--- src/srt_pkg.sv ---
// Package for the row table with per-category counters.
// Opcodes, status codes, sizes and the response struct; no dependencies.
package srt_pkg;
   localparam int MAX_ROWS       = 256;
   localparam int MAX_CATEGORIES = 16;
   localparam int ROW_W          = $clog2(MAX_ROWS);
   localparam int CAT_W          = $clog2(MAX_CATEGORIES);
   localparam int CNT_ADDR_W     = ROW_W + CAT_W;

   localparam logic [2:0] OP_FIND   = 3'd0;
   localparam logic [2:0] OP_SET    = 3'd1;
   localparam logic [2:0] OP_CLRID  = 3'd2;
   localparam logic [2:0] OP_CLRROW = 3'd3;
   localparam logic [2:0] OP_CLAIM  = 3'd4;
   localparam logic [2:0] OP_ADD    = 3'd5;

   localparam logic [2:0] ST_OK       = 3'd0;
   localparam logic [2:0] ST_NOTFOUND = 3'd1;
   localparam logic [2:0] ST_RANGE    = 3'd2;
   localparam logic [2:0] ST_FREE     = 3'd3;
   localparam logic [2:0] ST_BADCAT   = 3'd4;

   localparam logic CSR_ROWS = 1'b0;
   localparam logic CSR_CATS = 1'b1;

   typedef struct packed {
      logic       valid;
      logic [2:0] status;
      logic [7:0] row;
   } rsp_type;
endpackage

--- src/srt_counter_mem.sv ---
// Counter store: one 64-bit counter per row and category, read-modify-write.
// Depends on srt_pkg. Clears itself after reset, one entry per cycle.
module srt_counter_mem (
   input  logic                          clock,
   input  logic                          reset,
   input  logic                          add_start,
   input  logic [srt_pkg::CNT_ADDR_W-1:0] add_addr,
   input  logic [31:0]                   add_delta,
   output logic                          add_done,
   output logic                          clear_busy
);
   import srt_pkg::*;

   logic [63:0] mem [0:MAX_ROWS*MAX_CATEGORIES-1];
   logic [63:0] rd_data_ff;
   logic [CNT_ADDR_W-1:0] addr_ff, addr_in;
   logic [31:0] delta_ff, delta_in;
   logic [1:0] phase_ff, phase_in;
   logic [CNT_ADDR_W:0] clr_ff, clr_in;
   logic we;
   logic [CNT_ADDR_W-1:0] waddr;
   logic [63:0] wdata;

   assign clear_busy = !clr_ff[CNT_ADDR_W];

   always_comb begin
      addr_in  = addr_ff;
      delta_in = delta_ff;
      phase_in = phase_ff;
      clr_in   = clr_ff;
      we       = 1'b0;
      waddr    = addr_ff;
      wdata    = rd_data_ff + {{32{delta_ff[31]}}, delta_ff};
      add_done = 1'b0;
      if (clear_busy) begin
         we     = 1'b1;
         waddr  = clr_ff[CNT_ADDR_W-1:0];
         wdata  = '0;
         clr_in = clr_ff + 1'b1;
      end else begin
         unique case (phase_ff)
            2'd0: if (add_start) begin
               addr_in  = add_addr;
               delta_in = add_delta;
               phase_in = 2'd1;
            end
            2'd1: phase_in = 2'd2;
            2'd2: begin
               we       = 1'b1;
               add_done = 1'b1;
               phase_in = 2'd0;
            end
            default: phase_in = 2'd0;
         endcase
      end
   end

   always_ff @(posedge clock) begin
      if (reset) begin
         phase_ff <= 2'd0;
         clr_ff   <= '0;
      end else begin
         phase_ff <= phase_in;
         clr_ff   <= clr_in;
      end
      addr_ff    <= addr_in;
      delta_ff   <= delta_in;
      rd_data_ff <= mem[addr_ff];
      if (we) mem[waddr] <= wdata;
   end
endmodule

--- config.mk ---
export PLATFORM = sky130hd
export DESIGN_NAME = srt_counter_mem
export DESIGN_NICKNAME = d
export VERILOG_FILES = /design/src/srt_pkg.sv /design/src/srt_counter_mem.sv
export SDC_FILE = /design/constraint.sdc
export NUM_CORES = 1
export LEC_CHECK = 0
export ABC_AREA = 1
export BUFFER_PORTS_ARGS = -buffer_cell sky130_fd_sc_hd__buf_2
export CAP_MARGIN = 20
export CORE_MARGIN = 2
export CORE_UTILIZATION = 43
export DETAILED_ROUTE_END_ITERATION = 10
export PLACE_DENSITY = 0.79
export SYNTH_ARGS = -nofsm -noshare
export SYNTH_HDL_FRONTEND = slang
export SYNTH_SLANG_ARGS = --single-unit
--- constraint.sdc ---
create_clock -name clock -period 3.4 [get_ports clock]
set_input_delay 0.51 -clock clock [delete_from_list [all_inputs] [get_ports clock]]
set_output_delay 0.51 -clock clock [all_outputs]
set_load 0.02 [all_outputs]
Word level (Yosys, flattened, before mapping)
Index checks and enable logic that the tools add are counted.
- register bits: 15
- output and inout port bits: 2
- $add $sub $neg: 1
- eq/ne operators: 3
- muxes and demuxes: 5
- reductions and logical operators: 3
- operators by type and width (operator ; number):
    $add A13 B1 Y13 const B ; 1
    $mux W13 ; 1
    $pmux W2 S2 ; 1
    $eq A2 B1 Y1 const B ; 1
    $eq A2 B2 Y1 const B ; 1
    $logic_not A2 Y1 ; 1
    $mux W1 ; 2
    $mux W2 ; 1
    $ne A2 B2 Y1 const B ; 1
    $reduce_and A2 Y1 ; 1
    $logic_not A1 Y1 ; 1

Depth between registers and ports, before layout
- depth in word-level cells: 3
- mapped depth: 7
- depth with buffers taken out: 7

Worst setup path after synthesis
No wires, ideal clock.
- kind: register to output
- start point: register clr_ff[12]
- end point: output port add_done
- arrival: 0.812 ns
- data required time: 2.890 ns
- path slack: 2.078 ns
- stages on the path, launching flop included: 3
- buffers on the path: 0
- path through: dfxtp_1 > nand2_1 > nor2_1
- cells in the longest elaborated chain, start to end: 1
- ends and longest elaborated chain (element ; line ; RTL):
    start, declared ; srt_counter_mem.sv:19 ; logic [CNT_ADDR_W:0] clr_ff, clr_in;
    start signal, assigned ; srt_counter_mem.sv:64 ; clr_ff <= clr_in;
    $mux W1 ; srt_counter_mem.sv:35 ; if (clear_busy) begin
    end, declared ; srt_counter_mem.sv:9 ; output logic add_done,
No other way between the ends.

Final worst setup path
Ends and elaborated chain as after synthesis.

==> summary.md <==
| Metric | Value |
|---|---|
| Max-cap viol count | `0` |
| First-pass GRT wire length | `between 2000 and 2500 um` |
| Cell variety after synth | `18` |
| Final wirelength | `1290 um` |
| Outcome | `complete, no violations` |
| Clock sink count | `15` |
| RSZ-0062 raised after global routing | `false` |
| Syn avg cell area | `between 6 and 7 um2` |
| Worst-Skew Late Latency | `0.29 ns` |
| Final core utilization | `51.4%` |
| GRT Total Usage | `15.9%` |
| Most common cell after layout, fill and taps aside | `nand2_1` |
| Clk buf depth | `2` |
| Final setup viols | `0` |
| # port buffers | `4` |
| Actual slew at the worst max-slew pin | `approximately 0.38 ns` |
| Vias in the first global route | `a little over 600` |
| Final-stage net count | `between 150 and 200` |
| Final Cycle Share | `between 40 and 50%` |
| Hold Crit Class | `primary input to register` |
| Routed Antenna Nets | `0` |
| Gr ovfl total | `0` |
| Critical path launch point type | `register` |
| Pin count of the biggest net entering global routing | `14` |
| Clock Skew | `~0.0019 ns` |
| Pins over their slew limit | `0` |
| Final Hold Fails | `0` |
| LEAKAGE | `between 0.3 and 0.4 nW` |
| Hold_buf cts | `0` |
| Full die area | `just over 2000 um2` |
| Site row count | `14` |
| Area delta synth->final | `8.28%` |
| Synth warn | `0` |
| Worst EP arrival | `between 1 and 1.5 ns` |
| Vias | `around 660` |
| Worst-path fanout max | `6` |
| Storage cell area | `roughly 300 um2` |
| Die H | `between 40 and 50 um` |
| #FFs+latches synth | `15` |
| Critical Path End Type | `output port` |
| Commonest cells after routing, fill and taps aside | `nand2_1 (29), nor2_1 (22), dfxtp_1 (15)` |
| First-pass detailed-route iteration total | `3` |
| Core Region | `1560 um2` |
| Post-synthesis sequential area ratio | `40.5%` |
| Htree depth | `1` |
| DR DRC count | `0` |
| R2r setup slk | `between 2 and 2.5 ns` |
| Share of cells above drive strength 1 | `between 10% and 20%` |
| # fillers | `approximately 150` |
| 1st-iter DRT viols | `8` |
| Setup bufs post-CTS | `0` |
| Routability cong. | `between 0.8 and 0.9` |
| Fmax achieved | `about 600 MHz` |
| Final Non-Filler Cells | `between 100 and 150` |
| Clock Root Buffer | `clkbuf_4` |
| Post-CTS sizing | `0` |
| Die W | `approximately 46 um` |
| TritonCTS clock tree | `yes` |
| Final Power | `roughly 0.3 mW` |
| Crit path kind | `register to output port` |
| Slew margin rel. | `~74%` |
| Final Critical Period | `1.65 ns` |
| # IOs | `between 40 and 50` |
| Initial Util | `about 48%` |
| CTS Buf Count | `3` |
| Mapped Cells | `between 100 and 150` |
| TNS Setup | `0 ns` |
| Syn Nets | `157` |
| Initial antenna violation count | `0` |
| Final WS setup | `roughly 1.7 ns` |
| # diodes | `0` |
| Pre-CTS setup slack | `approximately 2.1 ns` |
| Peak supply drop | `roughly 0.00021 V` |
| PD cells | `between 300 and 400 nW/um2` |
| # placed instances | `128` |
| CP Data Required Time | `between 2 and 3 ns` |
| Vias per cell | `approximately 5` |
| DR WL/cell | `9.77 um` |
| Synthesized area | `roughly 740 um2` |
| Clock Pin Slew Worst Setup and Hold Paths | `0.09 ns` |
| Hpwl dp | `997 um` |
| Multi-input gate area | `between 300 and 400 um2` |
[cells in the mapped netlist]
cell type	number	area share, %
a21oi_1	6	4.1
a21oi_2	1	1.2
and3_1	1	0.85
buf_2	1	0.68
dfxtp_1	15	41
ha_1	1	1.7
inv_1	13	6.6
inv_4	1	0.85
nand2_1	29	15
nand2_4	1	1.5
nand3_1	7	4.7
nand3b_1	1	1.0
nand4_1	3	2.5
nor2_1	22	11
nor2_2	2	1.7
nor2_4	1	1.5
nor2_8	1	2.7
o21ai_0	3	2.0
[stage by stage]
stage | area, um2 | hold slack, ns
CTS | 802 | 0.392
floorplan | 741 | 0.444
detailed placement | 776 | 0.472
global placement | 776 | 0.458
finish | 802 | 0.394
global route | 802 | 0.391
[cell families after synthesis]
logic type / synth area share [%]
flip-flops: 40.5
buffers and inverters: 8.11
adder cells (fa/ha/maj): 1.69
AO/OA/AOI/OAI: 7.26
AND/OR/NAND/NOR: 42.4
[area by class of cell]
type | instances | area share [%]
multi-input cells | 79 | 47.4
inverters | 14 | 6.86
flip-flops and latches | 15 | 37.4
well taps | 16 | 2.50
repair buffers | 4 | 2.50
clock buffers | 4 | 3.28
[layer usage]
layer | global-route usage [%] | vias to the layer above | routed length, um
met3 | 4.76 | 5 | 38
met4 | 11.2 | 0 | 35
met5 | 0 | - | 0
li1 | - | 353 | -
met1 | 18.7 | 293 | 622
met2 | 24.5 | 7 | 593
[critical path: stages, from the launching register on]
cell     delay, ns
dfxtp_1       0.47
nand2_1       0.11
nor2_1        0.10
buf_2         0.17
[state kept, by name, summed over array words and instances, names as in the netlist]
name / flops
clr_ff: 13
phase_ff: 2
[worst paths after layout]
check / start / to / cells after the start
setup / recovery: clr_ff[12] / add_done / 3
hold / removal: reset / phase_ff[0] / 2
setup reg to reg: clr_ff[0] / clr_ff[8] / 7
hold reg to reg: clr_ff[4] / clr_ff[4] / 2
[report_power, final]
part	internal [mW]	leakage (nW)	switching [mW]
Sequential	0.179	0.121	0.00320
Clock	0.0456	0.0150	0.0572
Combinational	0.00493	0.225	0.00919
(Power assumes the default switching activity.)
